[src/rtl/dws_pkg.sv]
// package: command and status codes and the control bundle for the deque cells
`timescale 1ns / 1ps
`default_nettype none
package dws_pkg;

	typedef enum logic [2:0] {
		CMD_PUSH_FRONT = 3'd0,
		CMD_PUSH_BACK  = 3'd1,
		CMD_POP_FRONT  = 3'd2,
		CMD_POP_BACK   = 3'd3,
		CMD_FIND       = 3'd4
	} dws_cmd_t;

	typedef enum logic [1:0] {
		STS_OK        = 2'd0,
		STS_FULL      = 2'd1,
		STS_EMPTY     = 2'd2,
		STS_NOT_FOUND = 2'd3
	} dws_status_t;

	typedef struct packed {
		logic push_front;
		logic push_back;
		logic pop_front;
		logic compare;
		logic scan;
	} dws_ctl_t;

endpackage
`default_nettype wire

[src/rtl/dws_cell.sv]
// module: one deque cell holding the word at a fixed logical position and its match flag
`timescale 1ns / 1ps
`default_nettype none
module dws_cell
	import dws_pkg::*;
#(
	parameter int DATA_WIDTH = 32,
	parameter int OCC_W      = 7,
	parameter int IDX        = 0
) (
	input  wire logic                  clk,
	input  wire dws_ctl_t              ctl,
	input  wire logic [OCC_W-1:0]      count,
	input  wire logic [DATA_WIDTH-1:0] value,
	input  wire logic [DATA_WIDTH-1:0] prev_data,
	input  wire logic [DATA_WIDTH-1:0] next_data,
	input  wire logic                  next_match,
	output logic      [DATA_WIDTH-1:0] data,
	output logic                       match
);
	logic [DATA_WIDTH-1:0] data_q;
	logic                  match_q;
	logic                  at_tail;

	assign at_tail = (count == OCC_W'(IDX));

	always_ff @(posedge clk) begin
		if (ctl.push_front) begin
			data_q <= prev_data;
		end else if (ctl.pop_front) begin
			data_q <= next_data;
		end else if (ctl.push_back && at_tail) begin
			data_q <= value;
		end
	end

	always_ff @(posedge clk) begin
		if (ctl.compare) begin
			match_q <= (data_q == value);
		end else if (ctl.scan) begin
			match_q <= next_match;
		end
	end

	assign data  = data_q;
	assign match = match_q;
endmodule
`default_nettype wire

[config.mk]
export PLATFORM = sky130hd
export DESIGN_NAME = dws_cell
export DESIGN_NICKNAME = d
export VERILOG_FILES = /design/src/rtl/dws_pkg.sv /design/src/rtl/dws_cell.sv
export SDC_FILE = /design/constraint.sdc
export NUM_CORES = 1
export LEC_CHECK = 0
export BUFFER_PORTS_ARGS = -buffer_cell sky130_fd_sc_hd__buf_4
export CORE_MARGIN = 2
export CORE_UTILIZATION = 41
export DETAILED_ROUTE_END_ITERATION = 10
export PLACE_DENSITY = 0.8
export SLEW_MARGIN = 5
export SYNTH_ARGS = -nofsm -noshare
export SYNTH_HDL_FRONTEND = slang
export SYNTH_SLANG_ARGS = --single-unit
[constraint.sdc]
create_clock -name clk -period 2.1 [get_ports clk]
set_input_delay 0.21 -clock clk [delete_from_list [all_inputs] [get_ports clk]]
set_output_delay 0.21 -clock clk [all_outputs]
set_load 0.03 [all_outputs]
# Yosys cells after proc, flatten, opt, wreduce, memory -nomap -nowiden

Cells that the tools add are included.

Equality and inequality tests: 1
Multiplexer cells: 5
Reduce and logical (&&, ||, !) cells: 4

Operators by type and width:

| operator          | number |
|---|---|
| $mux 32           | 3 |
| $eq 32x32->1      | 1 |
| $logic_not 7->1   | 1 |
| $reduce_bool 3->1 | 1 |
| $mux 1            | 2 |
| $reduce_bool 2->1 | 1 |
| $logic_and 1x1->1 | 1 |

Logic and storage cells: 12
Register bits: 33
Bits of input ports: 110
Output and inout port bits: 33

# Longest topological paths before layout

Depth after elaboration: 5
Gate-level depth with buffers: 5

# Worst setup path before layout

OpenSTA, ideal clock, no wires.

Kind: input to register
Start: input ctl[2] (netlist name)
End: register data_q[0] (netlist: data[0]), enable pin
Stages on the path: 3
Library setup time: 0.388 ns
Setup slack: 0.413 ns
Arrival time: 1.299 ns
Cell sequence: buf_2 buf_4 a211o_1

Cells in the longest elaborated chain, start to end: 1

Ends and longest elaborated chain:

| item                        | line           | source |
|---|---|---|
| from (decl)                 | dws_cell.sv:12 | `input wire dws_ctl_t ctl,` |
| $reduce_bool 3->1 (no line) | --             |  |
| to (signal assigned)        | dws_cell.sv:29 | `data_q <= prev_data;` |
| to (signal assigned)        | dws_cell.sv:31 | `data_q <= next_data;` |
| to (signal assigned)        | dws_cell.sv:33 | `data_q <= value;` |
| to (decl)                   | dws_cell.sv:21 | `logic [DATA_WIDTH-1:0] data_q;` |

Every way passes these cells.
A chain may end at the register's enable or synchronous reset.

# Worst setup path after layout

Start: register data_q[7] (netlist: data[7])
End: register match_q (netlist: match), data pin

Cells in the longest elaborated chain, start to end: 2

Ends and longest elaborated chain:

| item                 | line           | source |
|---|---|---|
| $eq 32x32->1         | dws_cell.sv:39 | `match_q <= (data_q == value);` |
| $mux 1               | dws_cell.sv:38 | `if (ctl.compare) begin` |
| to (signal assigned) | dws_cell.sv:39 |  |
| to (signal assigned) | dws_cell.sv:41 | `match_q <= next_match;` |
| to (decl)            | dws_cell.sv:22 | `logic match_q;` |

Every way passes these cells.

==> results.tsv <==
stage	metric	value	unit
sta	Final Max Tran Viols	0	
critical_path	Bufs and invs on worst path	0	
critical_path	startpoint types	flip-flop	
synthesis	#FFs+latches synth	33	
clocking	H-tree depth	2	
worst_hold_path	hold path startpoint	prev_data[7]	
power_and_ir_drop	worst-case vdd ir drop	0.363	mV
placed_design	routability cong.	0.848	
critical_path	crit-path max cell delay	440	ps
sta	fmax	0.629	GHz
placed_design	final HPWL from detailed placement	4610	µm
synthesis	Seq/Total Area, Yosys	48.7	%
sta	fraction of the cycle the final worst path needs	75.7	%
floorplanning	die width	74.4	µm
critical_path	R2R Path End	match	
worst_hold_path	Tightest Hold Check Type	in -> reg	
grt	maximum number of pins on one net before global-route repair	39	
floorplanning	Starting Density	42.8	%
synthesis	synthesized area	0.00203	mm²
floorplanning	total die area	0.00554	mm²
floorplanning	# IOs	143	
critical_path	Crit Path Category	reg -> reg	
clocking	# clock sinks	33	
final_layout	commonest non-fill, non-tap cell in the layout	buf_4	
grt	GRT Total Usage	21.4	%
floorplanning	Rows	25	
detailed_routing	Iter 0 DRT Violations	62	
clocking	clock latency on the worst-skew pair	280	ps
detailed_routing	Routed WL per cell	14.6	µm
grt	aggregate global routing overflow	0	
sta	RSZ-0062 raised after global routing	false	
sta	fin crit period	1590	ps
synthesis	top-area cell type share of the netlist area	48.7	%
critical_path	CP Data Required Time	2230	ps
clocking	Post-CTS Setup Bufs	0	
critical_path	crit path max fanout	2	
floorplanning	Die Ht	74.4	µm
final_layout	layout cells sized above 1	45.9	%
synthesis	Synth area leader	edfxtp_1	
clocking	CTS root buf	clkbuf_8	
synthesis	Cells after Synth	189	
outcome	outcome	completed	
critical_path	RR Startpoint	data[7]	
clocking	Bufs on Longest Clock Path	2	
critical_path	highest-delay cell along the critical path	nor4_1	
sta	Slew @ Worst Pin	431	ps
worst_hold_path	Endpoint, Worst Hold	data[7]	
synthesis	syn nets	299	
floorplanning	Core ar.	0.00475	mm²
power_and_ir_drop	P_leak	0.00151	µW
grt	initial antenna violation count	0	
synthesis	Cell variety after synth	18	
sta	Hold Fails Final Rpt	0	
critical_path	r2r worst-path depth	5	
critical_path	Crit path top cell by count	nand4_1	
final_layout	synthesis-to-layout area growth	59.7	%
grt	first-pass GRT wire length	8780	µm
critical_path	reg-to-reg slack, setup	510	ps
clocking	number of CTS-inserted buffers	5	
final_layout	post-layout util	68.3	%
flow_run	Max-Cap Viols	0	
clocking	clock slew at reported path FFs	70	ps
detailed_routing	DRC	0	
clocking	CTS tree	built	
detailed_routing	DRT Wirelength	5800	µm
detailed_routing	drt via density	4.84	
final_layout	Nets	441	
critical_path	worst-path cell chain	xnor2_1, nand4_1, nor4_1, nand4_1, o22ai_1	
final_layout	Antenna diodes	0	
synthesis	synth top area cells	edfxtp_1 49%, mux2i_1 16%, o21ai_0 7.9%, xnor2_1 7.3%, xor2_1 6.5%	
grt	number of global-route vias before repair	1864	
critical_path	CP arrival	1720	ps
detailed_routing	Post-DRT Antenna Nets	0	
critical_path	critical path capture point type	flip-flop	
sta	endpoints failing setup	0	
sta	TNS Setup	0	ps
clocking	Post-CTS Resized	0	
sta	relative slew slack	71.0	%
critical_path	CP delay by family, top	simple AND/OR/NAND/NOR gates	
sta	Clock Skews	5.25	ps
clocking	# hold bufs at CTS	0	
final_layout	most frequent cells in the layout	145 x buf_4, 33 x edfxtp_1, 32 x mux2i_1, 32 x nand2_1, 32 x o21ai_0	
worst_hold_path	Hold Crit Depth	3	
placed_design	Port Buffer Count	142	
synthesis	Post-Synthesis Mean Instance Area	10.8	µm²
power_and_ir_drop	Cell Pwr Density	611	mW/mm²
synthesis	Ys Warns	0	
detailed_routing	DRT Pass-1 Iters	4	
detailed_routing	DR vias	1926	
-- metrics by stage --
stage | instance area (µm²) | setup slack (ps) | total power [µW] | cells | hold WS [ps]
after global routing | 3250 | 376 | 2090 | 398 | 193
after detailed placement | 3170 | 533 | 1560 | 391 | 492
after global placement | 3170 | 650 | 1550 | 391 | 488
after floorplan | 2030 | 413 | 1220 | 189 | 397
after CTS | 3250 | 515 | 2010 | 398 | 195
final | 3250 | 509 | 1990 | 398 | 206
-- worst max path at each step --
stage,from,to,slack [ps],cells past startpoint
global route,data[28],match,380,5
CTS,data[28],match,510,5
finish,data[7],match,510,5
floorplan,ctl[2],data[0],410,3
global placement,data[23],match,650,5
detailed placement,data[28],match,530,5
-- synth_stat cells, drive strengths merged --
master,number
edfxtp,33
mux2i,32
nand2,32
o21ai,32
xnor2,17
xor2,15
clkbuf,6
buf,5
nand4,5
nor4,5
a211o,1
inv,1
nand3,1
nor3,1
nor4b,1
o22ai,1
or2,1
-- sequential cells by signal, indices dropped and copies added, names as in the netlist --
name / flops
data: 32
match: 1
-- layer usage --
layer	GRT usage [%]	share of wire, %	up-vias
met5	0	0	-
li1	-	-	965
met2	37.9	51	87
met1	24.7	40	872
met3	7.86	8.7	2
met4	4.76	0.36	0
-- worst min-delay path, delay by kind of cell --
kind / cells / cell delay, ps
buffers and inverters: 1 / 70
AND/OR/NAND/NOR: 1 / 40
AO/OA/AOI/OAI: 1 / 50
-- cell families (layout without fill, tap and decap cells) --
family,Yosys count,count (layout),share of synthesized area [%]
xor gates and xnor gates,32,32,13.8
and+or+nand+nor,46,46,10.2
muxes,32,32,15.8
AOI/OAI and AO/OA,34,34,8.62
DFF,33,33,48.7
buffers and inverters,12,154,2.89
-- final cells by class --
| class | count | area (µm²) |
|---|---|---|
| fillers | 431 | 1510 |
| repair buffers | 146 | 1110 |
| flip-flops and latches | 33 | 991 |
| multi-input cells | 144 | 983 |
| well taps | 67 | 83.8 |
| clock buffers | 6 | 72.6 |
| clock inverters | 1 | 3.75 |
| inverters | 1 | 3.75 |
-- report_power, final --
part | switching, µW | internal [µW] | total [µW]
logic | 341 | 330 | 671
clock network | 219 | 223 | 442
registers | 51.7 | 820 | 872
total | 612 | 1370 | 1990
(Power assumes the default switching activity.)
