## config.mk

```make
export PLATFORM = sky130hd
export DESIGN_NAME = dws_ctrl_flat
export DESIGN_NICKNAME = d
export VERILOG_FILES = /design/src/rtl/dws_pkg.sv /design/src/rtl/dws_req_if.sv /design/src/rtl/dws_rsp_if.sv /design/src/rtl/dws_ctrl.sv /design/src/flat_wrapper.sv
export SDC_FILE = /design/constraint.sdc
export NUM_CORES = 1
export LEC_CHECK = 0
export ABC_AREA = 1
export BUFFER_PORTS_ARGS = -buffer_cell sky130_fd_sc_hd__buf_2
export CAP_MARGIN = 20
export CORE_UTILIZATION = 35
export DETAILED_ROUTE_END_ITERATION = 10
export GPL_ROUTABILITY_DRIVEN = 0
export HOLD_SLACK_MARGIN = 0.08
export PLACE_DENSITY = 0.66
export SLEW_MARGIN = 25
export SYNTH_ARGS = -nofsm -noshare
export SYNTH_HDL_FRONTEND = slang
export SYNTH_SLANG_ARGS = --single-unit
```

## constraint.sdc

```tcl
create_clock -name clk -period 2.1 [get_ports clk]
set_input_delay 0.525 -clock clk [delete_from_list [all_inputs] [get_ports clk]]
set_output_delay 0.525 -clock clk [all_outputs]
set_load 0.03 [all_outputs]
```

## src/rtl/dws_pkg.sv

```systemverilog
// package: command and status codes and the control bundle for the deque cells
`timescale 1ns / 1ps
`default_nettype none
package dws_pkg;

	typedef enum logic [2:0] {
		CMD_PUSH_FRONT = 3'd0,
		CMD_PUSH_BACK  = 3'd1,
		CMD_POP_FRONT  = 3'd2,
		CMD_POP_BACK   = 3'd3,
		CMD_FIND       = 3'd4
	} dws_cmd_t;

	typedef enum logic [1:0] {
		STS_OK        = 2'd0,
		STS_FULL      = 2'd1,
		STS_EMPTY     = 2'd2,
		STS_NOT_FOUND = 2'd3
	} dws_status_t;

	typedef struct packed {
		logic push_front;
		logic push_back;
		logic pop_front;
		logic compare;
		logic scan;
	} dws_ctl_t;

endpackage
`default_nettype wire

```

## src/rtl/dws_req_if.sv

```systemverilog
// interface: command channel of the deque
`timescale 1ns / 1ps
`default_nettype none
interface dws_req_if #(
	parameter int DATA_WIDTH = 32
);
	logic                         valid;
	logic                         ready;
	logic [2:0]                   cmd;
	logic signed [DATA_WIDTH-1:0] value;

	modport source (output valid, output cmd, output value, input ready);
	modport sink (input valid, input cmd, input value, output ready);
endinterface
`default_nettype wire

```

## src/rtl/dws_rsp_if.sv

```systemverilog
// interface: result channel of the deque
`timescale 1ns / 1ps
`default_nettype none
interface dws_rsp_if #(
	parameter int POS_W = 6,
	parameter int OCC_W = 7
);
	logic             valid;
	logic             ready;
	logic [1:0]       status;
	logic [POS_W-1:0] position;
	logic [OCC_W-1:0] occupancy;

	modport source (output valid, output status, output position, output occupancy, input ready);
	modport sink (input valid, input status, input position, input occupancy, output ready);
endinterface
`default_nettype wire

```

## src/rtl/dws_ctrl.sv

```systemverilog
// module: command decoder, occupancy counter, find scan sequencer and result register
`timescale 1ns / 1ps
`default_nettype none
module dws_ctrl
	import dws_pkg::*;
#(
	parameter int DEPTH = 64
) (
	input  wire logic                         clk,
	input  wire logic                         arst_n,
	dws_req_if.sink                           req,
	dws_rsp_if.source                         rsp,
	input  wire logic                         head_match,
	output dws_ctl_t                          ctl,
	output logic      [$clog2(DEPTH+1)-1:0]   count
);
	localparam int POS_W = $clog2(DEPTH);
	localparam int OCC_W = $clog2(DEPTH + 1);

	typedef enum logic [1:0] {
		ST_IDLE = 2'b01,
		ST_SCAN = 2'b10
	} dws_state_t;

	dws_state_t       st_q, st_n;
	logic [OCC_W-1:0] count_q, count_n;
	logic [OCC_W-1:0] pos_q, pos_n;
	logic             out_valid_q;
	dws_status_t      status_q, status_n;
	logic [POS_W-1:0] position_q, position_n;
	logic [OCC_W-1:0] occ_q;
	logic             emit;
	logic             acc;
	logic             full;
	logic             empty;

	assign full      = (count_q == OCC_W'(DEPTH));
	assign empty     = (count_q == '0);
	assign req.ready = (st_q == ST_IDLE) && (!out_valid_q || rsp.ready);
	assign acc       = req.valid && req.ready;

	always_comb begin
		ctl        = '0;
		st_n       = st_q;
		count_n    = count_q;
		pos_n      = pos_q;
		emit       = 1'b0;
		status_n   = STS_OK;
		position_n = '0;
		unique case (st_q)
			ST_IDLE: begin
				if (acc) begin
					emit = 1'b1;
					unique case (req.cmd)
						CMD_PUSH_FRONT: begin
							if (full) begin
								status_n = STS_FULL;
							end else begin
								ctl.push_front = 1'b1;
								count_n        = count_q + 1'b1;
							end
						end
						CMD_PUSH_BACK: begin
							if (full) begin
								status_n = STS_FULL;
							end else begin
								ctl.push_back = 1'b1;
								position_n    = count_q[POS_W-1:0];
								count_n       = count_q + 1'b1;
							end
						end
						CMD_POP_FRONT: begin
							if (empty) begin
								status_n = STS_EMPTY;
							end else begin
								ctl.pop_front = 1'b1;
								count_n       = count_q - 1'b1;
							end
						end
						CMD_POP_BACK: begin
							if (empty) begin
								status_n = STS_EMPTY;
							end else begin
								count_n = count_q - 1'b1;
							end
						end
						CMD_FIND: begin
							emit        = 1'b0;
							ctl.compare = 1'b1;
							pos_n       = '0;
							st_n        = ST_SCAN;
						end
						default: begin
						end
					endcase
				end
			end
			ST_SCAN: begin
				if (pos_q == count_q) begin
					emit     = 1'b1;
					status_n = STS_NOT_FOUND;
					st_n     = ST_IDLE;
				end else if (head_match) begin
					emit       = 1'b1;
					position_n = pos_q[POS_W-1:0];
					st_n       = ST_IDLE;
				end else begin
					ctl.scan = 1'b1;
					pos_n    = pos_q + 1'b1;
				end
			end
			default: begin
				st_n = ST_IDLE;
			end
		endcase
	end

	always_ff @(posedge clk or negedge arst_n) begin
		if (!arst_n) begin
			st_q        <= ST_IDLE;
			count_q     <= '0;
			pos_q       <= '0;
			out_valid_q <= 1'b0;
		end else begin
			st_q    <= st_n;
			count_q <= count_n;
			pos_q   <= pos_n;
			if (emit) begin
				out_valid_q <= 1'b1;
			end else if (rsp.ready) begin
				out_valid_q <= 1'b0;
			end
		end
	end

	always_ff @(posedge clk) begin
		if (emit) begin
			status_q   <= status_n;
			position_q <= position_n;
			occ_q      <= count_n;
		end
	end

	assign rsp.valid     = out_valid_q;
	assign rsp.status    = status_q;
	assign rsp.position  = position_q;
	assign rsp.occupancy = occ_q;
	assign count         = count_q;

`ifndef SYNTH
	a_count_bound: assert property (@(posedge clk) disable iff (!arst_n)
		count_q <= OCC_W'(DEPTH))
		else $error("occupancy above capacity");

	a_scan_slot_free: assert property (@(posedge clk) disable iff (!arst_n)
		(st_q == ST_SCAN) |-> !out_valid_q)
		else $error("result register busy during find scan");

	a_scan_in_range: assert property (@(posedge clk) disable iff (!arst_n)
		(st_q == ST_SCAN) |-> (pos_q <= count_q))
		else $error("scan position beyond occupancy");

	a_push_grows: assert property (@(posedge clk) disable iff (!arst_n)
		(acc && !full && (req.cmd == CMD_PUSH_FRONT || req.cmd == CMD_PUSH_BACK))
		|=> (count_q == $past(count_q) + 1'b1))
		else $error("push transfer did not grow occupancy");

	a_scan_stable: assert property (@(posedge clk) disable iff (!arst_n)
		(st_q == ST_SCAN) |=> $stable(count_q))
		else $error("occupancy changed during find scan");
`endif
endmodule
`default_nettype wire

```

## src/flat_wrapper.sv

```systemverilog
// flat-port wrapper written by rule: the top's interface ports become plain ports
module dws_ctrl_flat import dws_pkg::*;
#(
	parameter int DEPTH = 64
)
  (clk, arst_n, head_match, ctl, count, req_valid, req_cmd, req_value, req_ready, rsp_valid, rsp_status, rsp_position, rsp_occupancy, rsp_ready);
  dws_req_if req_i ();
  dws_rsp_if rsp_i ();
  input  wire logic clk;
  input  wire logic arst_n;
  input  wire logic head_match;
  output dws_ctl_t ctl;
  output logic      [$clog2(DEPTH+1)-1:0] count;
  input wire logic [$bits(req_i.valid)-1:0] req_valid;
  input wire logic [$bits(req_i.cmd)-1:0] req_cmd;
  input wire logic [$bits(req_i.value)-1:0] req_value;
  output wire logic [$bits(req_i.ready)-1:0] req_ready;
  output wire logic [$bits(rsp_i.valid)-1:0] rsp_valid;
  output wire logic [$bits(rsp_i.status)-1:0] rsp_status;
  output wire logic [$bits(rsp_i.position)-1:0] rsp_position;
  output wire logic [$bits(rsp_i.occupancy)-1:0] rsp_occupancy;
  input wire logic [$bits(rsp_i.ready)-1:0] rsp_ready;
  assign req_i.valid = req_valid;
  assign req_i.cmd = req_cmd;
  assign req_i.value = req_value;
  assign req_ready = req_i.ready;
  assign rsp_valid = rsp_i.valid;
  assign rsp_status = rsp_i.status;
  assign rsp_position = rsp_i.position;
  assign rsp_occupancy = rsp_i.occupancy;
  assign rsp_i.ready = rsp_ready;
  dws_ctrl #(.DEPTH(DEPTH)) u_core (.clk(clk), .arst_n(arst_n), .req(req_i), .rsp(rsp_i), .head_match(head_match), .ctl(ctl), .count(count));
endmodule
```

* Word level (Yosys, flattened, before mapping) *
Cells that the tools add are included.

word-level totals
  bits in registers = 32
  latch bits = 0
  RAM bits = 0
  bits in read-only memories = 0
  memories = 0

cells by class
  add/sub/neg operators = 3
  $mul = 0
  divide/modulo/power cells = 0
  magnitude comparators = 0
  eq/ne operators = 13
  shifts and indexed selects = 0
  muxes and demuxes = 45
  bitwise operators = 0
  reductions and logical operators = 12

operator list
  operator             number
  $mux 7               8
  $mux 6               5
  $pmux 7 s2           2
  $mux 1               16
  $add 7x1->7 const B  2
  $mux 2               7
  $pmux 2 s2           3
  $pmux 6 s2           1
  $mux 4               2
  $eq 7x7->1           1
  $eq 7x7->1 const B   1
  $logic_not 7->1      1
  $sub 7x1->7 const B  1
  $eq 3x2->1 const B   2
  $ne 2x2->1 const B   3
  $reduce_and 5->1     1
  $reduce_bool 2->1    2
  $reduce_or 2->1      2
  $eq 3x1->1 const B   1
  $eq 3x3->1 const B   1
  $logic_not 3->1      1
  $ne 3x2->1 const B   1
  $reduce_and 3->1     1
  $eq 2x1->1 const B   1
  other kinds (6)      7

* Logic depth before layout (Yosys ltp) *
Gate-level depths: netlist of the first run.

  depth after elaboration = 7
  depth in mapped cells = 11
  gate-level depth less buffers = 11

* Least setup slack after synthesis of the first run *
Ideal clock, no wire load.

  kind = register -> output
  start point = register u_core.st_q[0]
  end point = output ctl[2] (netlist bit)
  arrival = 2.439 ns
  slack = -0.864 ns
  stages on the path, launching flop included = 8
  buffers on the path = 0
  cells stage by stage = dfstp_2 -> ha_1 -> inv_1 -> a21oi_2 -> nand2_4 -> nor2_4 -> inv_2 -> nor4_1

RTL lines
  what                    RTL line            source
  from (decl)             dws_ctrl.sv:25      dws_state_t st_q, st_n;
  from (signal assigned)  dws_ctrl.sv:125     st_q <= st_n;
  to (decl)               flat_wrapper.sv:12  output dws_ctl_t ctl;

==> impl_metrics.json, run 1 <==
{
  "tightest_slew_ns": 0.593,
  "final_cells": 410,
  "clk_latency_ns": 0.28,
  "first_pass_iters": 4,
  "dr_total_vias": 1991,
  "io_pins": 69,
  "critical_path_required_ns": 1.57,
  "status": "finished, violations left",
  "netlist_area_um2": 2060,
  "cts.sinks": 32,
  "drtIter0Drc": 165,
  "grt_use_total": 0.176,
  "worstReg2RegEnd": "u_core.rsp.occupancy[6]$_DFFE_PP_",
  "cellPowerDensity_nw_per_um2": 1370,
  "slowest_stage": "dfstp_2",
  "dp_cells": 395,
  "synthToLayoutAreaGrowth_pct": 33.3,
  "endpoint": "ctl[2]",
  "diodes": 0,
  "drt-total-wl_um": 5070,
  "fmax_mhz": 440,
  "r2r_setup_slack_ns": 0.12,
  "synth_fp_nets": 319,
  "wl_per_cell_um": 12.4,
  "path_clk_slew_ns": 0.07,
  "grt_pass1_vias": 1789,
  "rsz0062_at_grt": "yes",
  "path_cells": "ha_4, inv_2, a21oi_4, nand2_4, nor2_4, inv_4, nor4_4, buf_4",
  "r2r-start": "u_core.st_q[0]$_DFFE_PN1P_",
  "wl_met3_um": 259,
  "ys_seq_area_frac": 0.425,
  "tns_ns": -0.596,
  "dp_hpwl_um": 3790,
  "reg2reg_depth": 10,
  "clockBufferDepth": 2,
  "peakVddDrop_mv": 0.641,
  "drc": 0,
  "initial_utilization": 0.368,
  "cp.arrival_ns": 1.75,
  "worstSetupEndpointType": "output port",
  "nets": 383,
  "grt_max_degree": 18,
  "maxCapViolCount": 0,
  "fin_skew_ns": 0.00663,
  "die_h_um": 78.8,
  "power.total_mw": 3.76,
  "yosys_warnings": 0,
  "setup_viol": 5,
  "ant_nets": 0,
  "fillers": 526,
  "wl_met1_um": 2260,
  "fin_crit_sh": 1.08,
  "grt-ovfl-total": 0,
  "critical_path.max_stage_delay_ns": 0.55,
  "power.leakage_nw": 1.30,
  "drive_gt1_frac": 0.322,
  "antenna_found_initial": 0,
  "critical_path_class": "reg2out",
  "synthArstFlopShare": 0.531,
  "slew_headroom": 0.600,
  "via_per_inst": 4.86,
  "htree_levels": 2,
  "die_area_um2": 6200,
  "setup_slack_ns": -0.174,
  "clockRootBuffer": "clkbuf_8",
  "cts_tree": "yes",
  "synthFlopType": "dfrtp_1",
  "synth_seq_cells": 32,
  "hold_path_class": "in2async",
  "synth.avg_cell_area_um2": 7.55,
  "synth-edff-count": 15,
  "route.top_layer_used": "met4",
  "hold_violations": 0,
  "maxSlewViolCount": 0,
  "period_minus_slack_ns": 2.27,
  "ys_types": 32,
  "violations": "negative setup slack",
  "rows": 27,
  "die_w_um": 78.8,
  "wl_met2_um": 2420,
  "core-area_um2": 5610,
  "crit_start": "u_core.st_q[0]$_DFFE_PN1P_",
  "ctsHoldBuffers": 0,
  "grt_pass1_wl_um": 8490,
  "cp-start-kind": "flop",
  "synth_cells": 273,
  "cts_made_buffers": 5,
  "worst-path-max-fanout": 5,
  "io_buffer_count": 36
}
[cell usage in the layout, fill, tap and decap left out, drive strengths merged, types with 5 or more instances in the layout]
| cell | count |
|---|---|
| edfxtp | 15 |
| nand2 | 94 |
| o21ai | 18 |
| a21oi | 11 |
| xor2 | 5 |
| dfrtp | 16 |
| inv | 33 |
| nor2 | 33 |
| clkbuf | 6 |
| nand3 | 25 |
| buf | 61 |
| ha | 6 |
[metrics by stage]
step                hold slack [ns]  worst slack (ns)  cell area (um^2)  utilization
floorplan                     0.229            -0.233              2110            -
global placement              0.462            0.0612              2500        0.446
detailed placement            0.469            0.0338              2500        0.446
CTS                           0.189            -0.186              2710        0.483
global route                  0.193            -0.272              2750        0.490
finish                        0.175            -0.174              2750        0.490
[state kept, by name (all words and copies together) (netlist names)]
signal and flops:
u_core.count 7, u_core.pos_q 7, u_core.rsp.occupancy 7, u_core.rsp.position 6
u_core.rsp.status 2, u_core.rsp.valid 1, u_core.st_q 2
[synthesized netlist by cell type, types with 3 or more instances]
cell type / n / area [um^2]
o21ai_1: 3 / 15.0
ha_1: 6 / 75.1
xor2_1: 5 / 43.8
nand2_1: 89 / 334
nand2_4: 3 / 33.8
o21ai_0: 15 / 75.1
nor2_4: 3 / 33.8
inv_1: 28 / 105
dfrtp_1: 16 / 400
nand3_1: 24 / 120
a21oi_1: 10 / 50.1
nor2_1: 25 / 93.8
inv_2: 6 / 22.5
edfxtp_1: 15 / 450
nor2_2: 4 / 25.0
[cells by family (layout without fill, tap and decap cells)]
kind of cell / Yosys count / in the layout / share of synthesized area
adders and majority gates: 6 / 6 / 0.0364
DFF: 32 / 32 / 0.425
AOI/OAI and AO/OA: 31 / 31 / 0.0813
buffers and inverters: 38 / 103 / 0.0752
xor gates and xnor gates: 7 / 7 / 0.0297
and+or+nand+nor: 159 / 159 / 0.352
[how the worst min path moves through the flow]
stage                                             to                        from
final                      u_core.count[2]$_DFF_PN0_                      arst_n
after global routing       u_core.count[2]$_DFF_PN0_                      arst_n
after CTS                  u_core.count[6]$_DFF_PN0_                      arst_n
after detailed placement  u_core.st_q[0]$_DFFE_PN1P_  u_core.st_q[0]$_DFFE_PN1P_
after global placement    u_core.st_q[0]$_DFFE_PN1P_  u_core.st_q[0]$_DFFE_PN1P_
after floorplan            u_core.count[0]$_DFF_PN0_                      arst_n
[routing by layer]
metal  track usage  up-vias
met5             0        -
met4        0.0870        0
met3        0.0310       13
met2         0.278       66
met1         0.232      909
li1              -     1003
[layout make-up]
| cell class | count | area, um^2 | area share |
|---|---|---|---|
| Multi-Input combinational cell | 203 | 1130 | 0.413 |
| Inverter | 34 | 136 | 0.0496 |
| Tap cell | 72 | 90.1 | 0.0328 |
| Clock buffer | 6 | 72.6 | 0.0264 |
| Clock inverter | 2 | 35.0 | 0.0127 |
| Sequential cell | 32 | 880 | 0.320 |
| Timing Repair Buffer | 61 | 400 | 0.146 |
[critical path, delay by kind of cell (launching register included)]
kind                       cells  cell delay (ns)
AOI/OAI and AO/OA              1             0.14
adders and majority gates      1             0.14
buffers and inverters          3             0.29
DFF                            1             0.55
and+or+nand+nor                3             0.34
[power by group]
group          leakage, nW  internal [mW]  switching, mW
clock               0.0552          0.352          0.224
sequential           0.359          0.892          0.145
combinational        0.882          0.743           1.40
total                 1.30           1.99           1.77
[what timing repair did]
| item | 4_1_cts | 5_1_grt |
|---|---|---|
| endpoints found under the hold margin | 0 | 0 |
| resized for setup | 24 | 4 |
| endpoints found under the setup margin | 5 | 5 |
| cloned | 0 | 0 |
| pin swaps | 1 | 4 |
| buffers inserted | 3 | 4 |
(Power assumes the default switching activity.)
==> run 2: changes to the inputs <==
--- a/config.mk
+++ b/config.mk
@@ -12,7 +12,7 @@
 export DETAILED_ROUTE_END_ITERATION = 10
 export GPL_ROUTABILITY_DRIVEN = 0
 export HOLD_SLACK_MARGIN = 0.08
-export PLACE_DENSITY = 0.66
+export PLACE_DENSITY = 0.64
 export SLEW_MARGIN = 25
 export SYNTH_ARGS = -nofsm -noshare
 export SYNTH_HDL_FRONTEND = slang
==> constraint.sdc (replaced) <==
create_clock -name clk -period 2.4 [get_ports clk]
set_input_delay 0.6 -clock clk [delete_from_list [all_inputs] [get_ports clk]]
set_output_delay 0.6 -clock clk [all_outputs]
set_load 0.03 [all_outputs]
==> impl_metrics.json, run 2 (synthesis gave the netlist of run 1 again) <==
{
  "grt_pass1_wl_um": 8380,
  "final_cells": 395,
  "drc": 0,
  "grtUsageMet1": 0.222,
  "grt_max_degree": 18,
  "cp.arrival_ns": 1.77,
  "worstReg2RegEnd": "u_core.rsp.occupancy[6]$_DFFE_PP_",
  "dpl_cell_area_um2": 2420,
  "die_h_um": 78.8,
  "seq_power_share": 0.306,
  "fin_skew_ns": 0.00348,
  "r2r-start": "u_core.st_q[0]$_DFFE_PN1P_",
  "die_area_um2": 6200,
  "gr-usage-met3": 0.0276,
  "drive_gt1_frac": 0.266,
  "die_w_um": 78.8,
  "initial_utilization": 0.368,
  "final_common_cell": "nand2_1",
  "switching_share": 0.498,
  "worstSetupEndpointType": "output port",
  "peakVddDrop_mv": 0.635,
  "pwr-share-comb": 0.564,
  "critical_path_required_ns": 1.80,
  "power.leakage_nw": 1.23,
  "cp-start-kind": "flop",
  "reg2reg_depth": 11,
  "wl_per_cell_um": 12.8,
  "tightest_slew_ns": 0.566,
  "p_sw_mw": 1.50,
  "power.total_mw": 3.01,
  "status": "finished clean",
  "antenna_found_initial": 0,
  "endpoint": "ctl[4]",
  "worst-path-max-fanout": 4,
  "p_int_mw": 1.51,
  "io_buffer_count": 36,
  "critical_path_class": "reg2out",
  "drt-total-wl_um": 5050,
  "rsz0062_at_grt": "yes",
  "grt_busiest_layer": "met2",
  "rows": 27,
  "dr_total_vias": 1916,
  "nets": 368,
  "hold_violations": 0,
  "hold_path_class": "in2async",
  "clockBufferDepth": 2,
  "period_minus_slack_ns": 2.37,
  "cts_tree": "yes",
  "ant_nets": 0,
  "maxCapViolCount": 0,
  "drtIter0Drc": 153,
  "grt_pass1_vias": 1810,
  "maxSlewViolCount": 0,
  "crit_start": "u_core.count[1]$_DFF_PN0_",
  "via_per_inst": 4.85,
  "cts_made_buffers": 5,
  "grt_use_total": 0.174,
  "p_clk_frac": 0.130,
  "r2r_setup_slack_ns": 0.21,
  "first_pass_iters": 4,
  "fin_crit_sh": 0.989,
  "fmax_mhz": 421,
  "slew_headroom": 0.618,
  "met2_usage": 0.289,
  "setup_viol": 0,
  "grt-ovfl-total": 0,
  "design_area_um2": 2580,
  "diodes": 0,
  "core-area_um2": 5610,
  "dp_cells": 385,
  "most-common-layout-cells": "nand2_1 (89), buf_2 (32), nor2_1 (25), inv_1 (25), nand3_1 (23)",
  "fillers": 568,
  "synthToLayoutAreaGrowth_pct": 25.1,
  "path_clk_slew_ns": 0.07,
  "io_pins": 69,
  "cellPowerDensity_nw_per_um2": 1170,
  "cts.sinks": 32,
  "htree_levels": 2,
  "clk_latency_ns": 0.28,
  "tns_ns": 0,
  "utilization": 0.460,
  "clockRootBuffer": "clkbuf_8",
  "dp_hpwl_um": 3750
}
## run 2: changes by cell type in the layout (fill, tap and decap cells not counted), sizes merged
cell | previous run | this run
bufinv | 1 | 0
inv | 33 | 34
buf | 61 | 46
clkinvlp | 1 | 0
clkbuf | 6 | 7
## run 2: power by group through the flow
stage,Combinational [mW],Sequential [mW],Clock [mW]
detailed placement,1.62,0.925,0
global placement,1.60,0.919,0
floorplan,0.923,1.16,0
global route,1.85,0.943,0.434
CTS,1.66,0.921,0.400
finish,1.70,0.922,0.391
## run 2: how the worst min path moves through the flow
stage	startpoint	endpoint	slack [ns]	cells after the start
2_1_floorplan	arst_n	u_core.count[0]$_DFF_PN0_	0.30	0
3_3_place_gp	u_core.st_q[0]$_DFFE_PN1P_	u_core.st_q[0]$_DFFE_PN1P_	0.47	2
3_5_place_dp	u_core.st_q[0]$_DFFE_PN1P_	u_core.st_q[0]$_DFFE_PN1P_	0.48	2
4_1_cts	arst_n	u_core.count[2]$_DFF_PN0_	0.26	1
5_1_grt	arst_n	u_core.pos_q[4]$_DFFE_PN0P_	0.27	1
6_report	arst_n	u_core.pos_q[4]$_DFFE_PN0P_	0.25	1
## run 2: through the flow
| step | hold WS, ns | setup WS, ns |
|---|---|---|
| 2_1_floorplan | 0.304 | -0.00764 |
| 3_3_place_gp | 0.469 | 0.166 |
| 3_5_place_dp | 0.483 | 0.169 |
| 4_1_cts | 0.264 | 0.00834 |
| 5_1_grt | 0.269 | -0.0487 |
| 6_report | 0.253 | 0.0274 |
## run 2: critical path: stages, from the launching register on
cell     delay [ns]
dfrtp_1        0.38
inv_1          0.12
ha_2           0.23
nand2_1        0.06
nor2_1         0.16
nand3_2        0.16
inv_2          0.16
nor4_4         0.06
buf_4          0.17
## run 2: what timing repair did
item / in CTS / in global routing
gates resized for setup: 12 / 8
hold buffers: 0 / 0
buffers inserted: 1 / 1
pin swaps: 2 / 2
setup endpoints to repair: 3 / 5
## run 2: area by class of cell
class / count / area (um^2) / area share
clock buffers: 7 / 76.3 / 0.0296
clock inverters: 1 / 3.75 / 0.00145
inverters: 34 / 130 / 0.0504
multi-input cells: 203 / 1120 / 0.433
flip-flops and latches: 32 / 878 / 0.340
well taps: 72 / 90.1 / 0.0349
repair buffers: 46 / 285 / 0.111
## run 2: routing by layer
metal	vias to the layer above	wire (um)
met5	-	0
met4	0	98
met3	9	245
met2	55	2510
met1	884	2200
li1	968	-
==> run 3: changes to the inputs <==
--- a/config.mk
+++ b/config.mk
@@ -12,6 +12,7 @@
 export DETAILED_ROUTE_END_ITERATION = 10
 export GPL_ROUTABILITY_DRIVEN = 0
 export HOLD_SLACK_MARGIN = 0.08
+export MAX_ROUTING_LAYER = met4
 export PLACE_DENSITY = 0.64
 export SLEW_MARGIN = 25
 export SYNTH_ARGS = -nofsm -noshare
==> impl_metrics.json, run 3 (synthesis gave the netlist of run 1 again) <==
{
  "status": "finished clean",
  "clockRootBuffer": "clkbuf_8",
  "antenna_found_initial": 0,
  "fin_skew_ns": 0.00323,
  "io_pins": 69,
  "period_minus_slack_ns": 2.36,
  "wl_per_cell_um": 12.7,
  "ant_nets": 0,
  "core-area_um2": 5610,
  "slew_headroom": 0.618,
  "peakVddDrop_mv": 0.632,
  "io_buffer_count": 36,
  "maxSlewViolCount": 0,
  "grt_use_total": 0.179,
  "rows": 27,
  "synthToLayoutAreaGrowth_pct": 25.1,
  "critical_path.max_stage_delay_ns": 0.38,
  "grtUsageMet1": 0.222,
  "dpl_cell_area_um2": 2420,
  "most-common-layout-cells": "nand2_1 (89), buf_2 (32), nor2_1 (25), inv_1 (25), nand3_1 (23)",
  "final_cells": 395,
  "nets": 368,
  "initial_utilization": 0.368,
  "ctsHoldBuffers": 0,
  "die_h_um": 78.8,
  "fmax_mhz": 423,
  "grt-ovfl-total": 0,
  "fillers": 568,
  "worstSetupEndpointType": "output port",
  "path_cells": "inv_1, ha_2, nand2_1, nor2_1, nand3_2, inv_2, nor4_4, buf_4",
  "grt_busiest_layer": "met2",
  "dp_cells": 385,
  "die_area_um2": 6200,
  "htree_levels": 2,
  "hold_path_class": "in2async",
  "tns_ns": 0,
  "cp.arrival_ns": 1.76,
  "first_pass_iters": 4,
  "clk_latency_ns": 0.28,
  "worst-path-max-fanout": 4,
  "dp_hpwl_um": 3750,
  "critical_path_buf_inv_count": 3,
  "cts.sinks": 32,
  "via_per_inst": 4.89,
  "slowest_stage": "dfrtp_1",
  "power.leakage_nw": 1.23,
  "r2r_setup_slack_ns": 0.20,
  "drc": 0,
  "reg2reg_depth": 11,
  "path_clk_slew_ns": 0.06,
  "drt-total-wl_um": 5030,
  "rsz0062_at_grt": "yes",
  "grt_pass1_vias": 1810,
  "grt_pass1_wl_um": 8380,
  "critical_path_class": "reg2out",
  "design_area_um2": 2580,
  "drtIter0Drc": 118,
  "hold_violations": 0,
  "clockBufferDepth": 2,
  "cp-start-kind": "flop",
  "met2_usage": 0.289,
  "worstReg2RegEnd": "u_core.rsp.occupancy[6]$_DFFE_PP_",
  "tightest_slew_ns": 0.566,
  "die_w_um": 78.8,
  "cellPowerDensity_nw_per_um2": 1170,
  "cts_made_buffers": 5,
  "maxCapViolCount": 0,
  "diodes": 0,
  "grt_max_degree": 18,
  "critical_path_required_ns": 1.80,
  "r2r-start": "u_core.st_q[0]$_DFFE_PN1P_",
  "gr-usage-met3": 0.0276,
  "dr_total_vias": 1930,
  "fin_crit_sh": 0.984,
  "setup_viol": 0,
  "crit_family": "buffers and inverters",
  "final_common_cell": "nand2_1",
  "cts_tree": "yes",
  "drive_gt1_frac": 0.266
}
run 3: cell counts in the layout (fill, tap and decap cells not counted):
Identical to the previous run, type by type.
run 3: timing repair:
action,4_1_cts,5_1_grt
endpoints found under the hold margin,0,0
pin swaps,2,2
buffers inserted,1,1
setup endpoints to repair,3,5
gates resized for setup,12,8
run 3: worst max path at each step:
stage / slack [ns] / from / end / cells after the start
3_3_place_gp: 0.17 / u_core.st_q[0]$_DFFE_PN1P_ / ctl[2] / 8
2_1_floorplan: -0.008 / u_core.st_q[0]$_DFFE_PN1P_ / ctl[2] / 7
5_1_grt: -0.05 / u_core.count[0]$_DFF_PN0_ / ctl[4] / 8
6_report: 0.04 / u_core.count[1]$_DFF_PN0_ / ctl[4] / 8
4_1_cts: 0.008 / u_core.count[0]$_DFF_PN0_ / ctl[4] / 8
3_5_place_dp: 0.17 / u_core.st_q[0]$_DFFE_PN1P_ / ctl[4] / 8
run 3: worst register-to-register path, cell delays in order, from the launching register on:
cell,delay (ns)
dfstp_2,0.57
ha_4,0.15
inv_2,0.05
a21oi_4,0.13
nand2_4,0.08
buf_4,0.17
inv_1,0.20
a21boi_0,0.12
nand2_1,0.08
nand2_1,0.06
inv_1,0.13
buf_12,0.17
run 3: through the flow:
step                      power, mW  setup slack, ns  utilization  hold WS [ns]
after global routing           3.23          -0.0487        0.460         0.269
after floorplan                2.08         -0.00764            -         0.304
after detailed placement       2.54            0.169        0.432         0.483
after global placement         2.52            0.166        0.432         0.469
final                          3.01           0.0375        0.460         0.253
after CTS                      2.98          0.00834        0.454         0.264
run 3: cell type report:
type	instances	area [um^2]	area share
clock inverters	1	3.75	0.00145
well taps	72	90.1	0.0349
repair buffers	46	285	0.111
flip-flops and latches	32	878	0.340
inverters	34	130	0.0504
multi-input cells	203	1120	0.433
clock buffers	7	76.3	0.0296
run 3: layer usage:
| metal | part of all wire | routed length [um] |
|---|---|---|
| met1 | 0.44 | 2210 |
| met2 | 0.49 | 2470 |
| met3 | 0.047 | 237 |
| met4 | 0.022 | 109 |
| met5 | 0 | 0 |
run 3: power by group:
group | switching (mW) | leakage (nW) | internal [mW]
clock network | 0.189 | 0.0399 | 0.202
logic | 1.17 | 0.825 | 0.529
registers | 0.143 | 0.360 | 0.779
total | 1.50 | 1.23 | 1.51
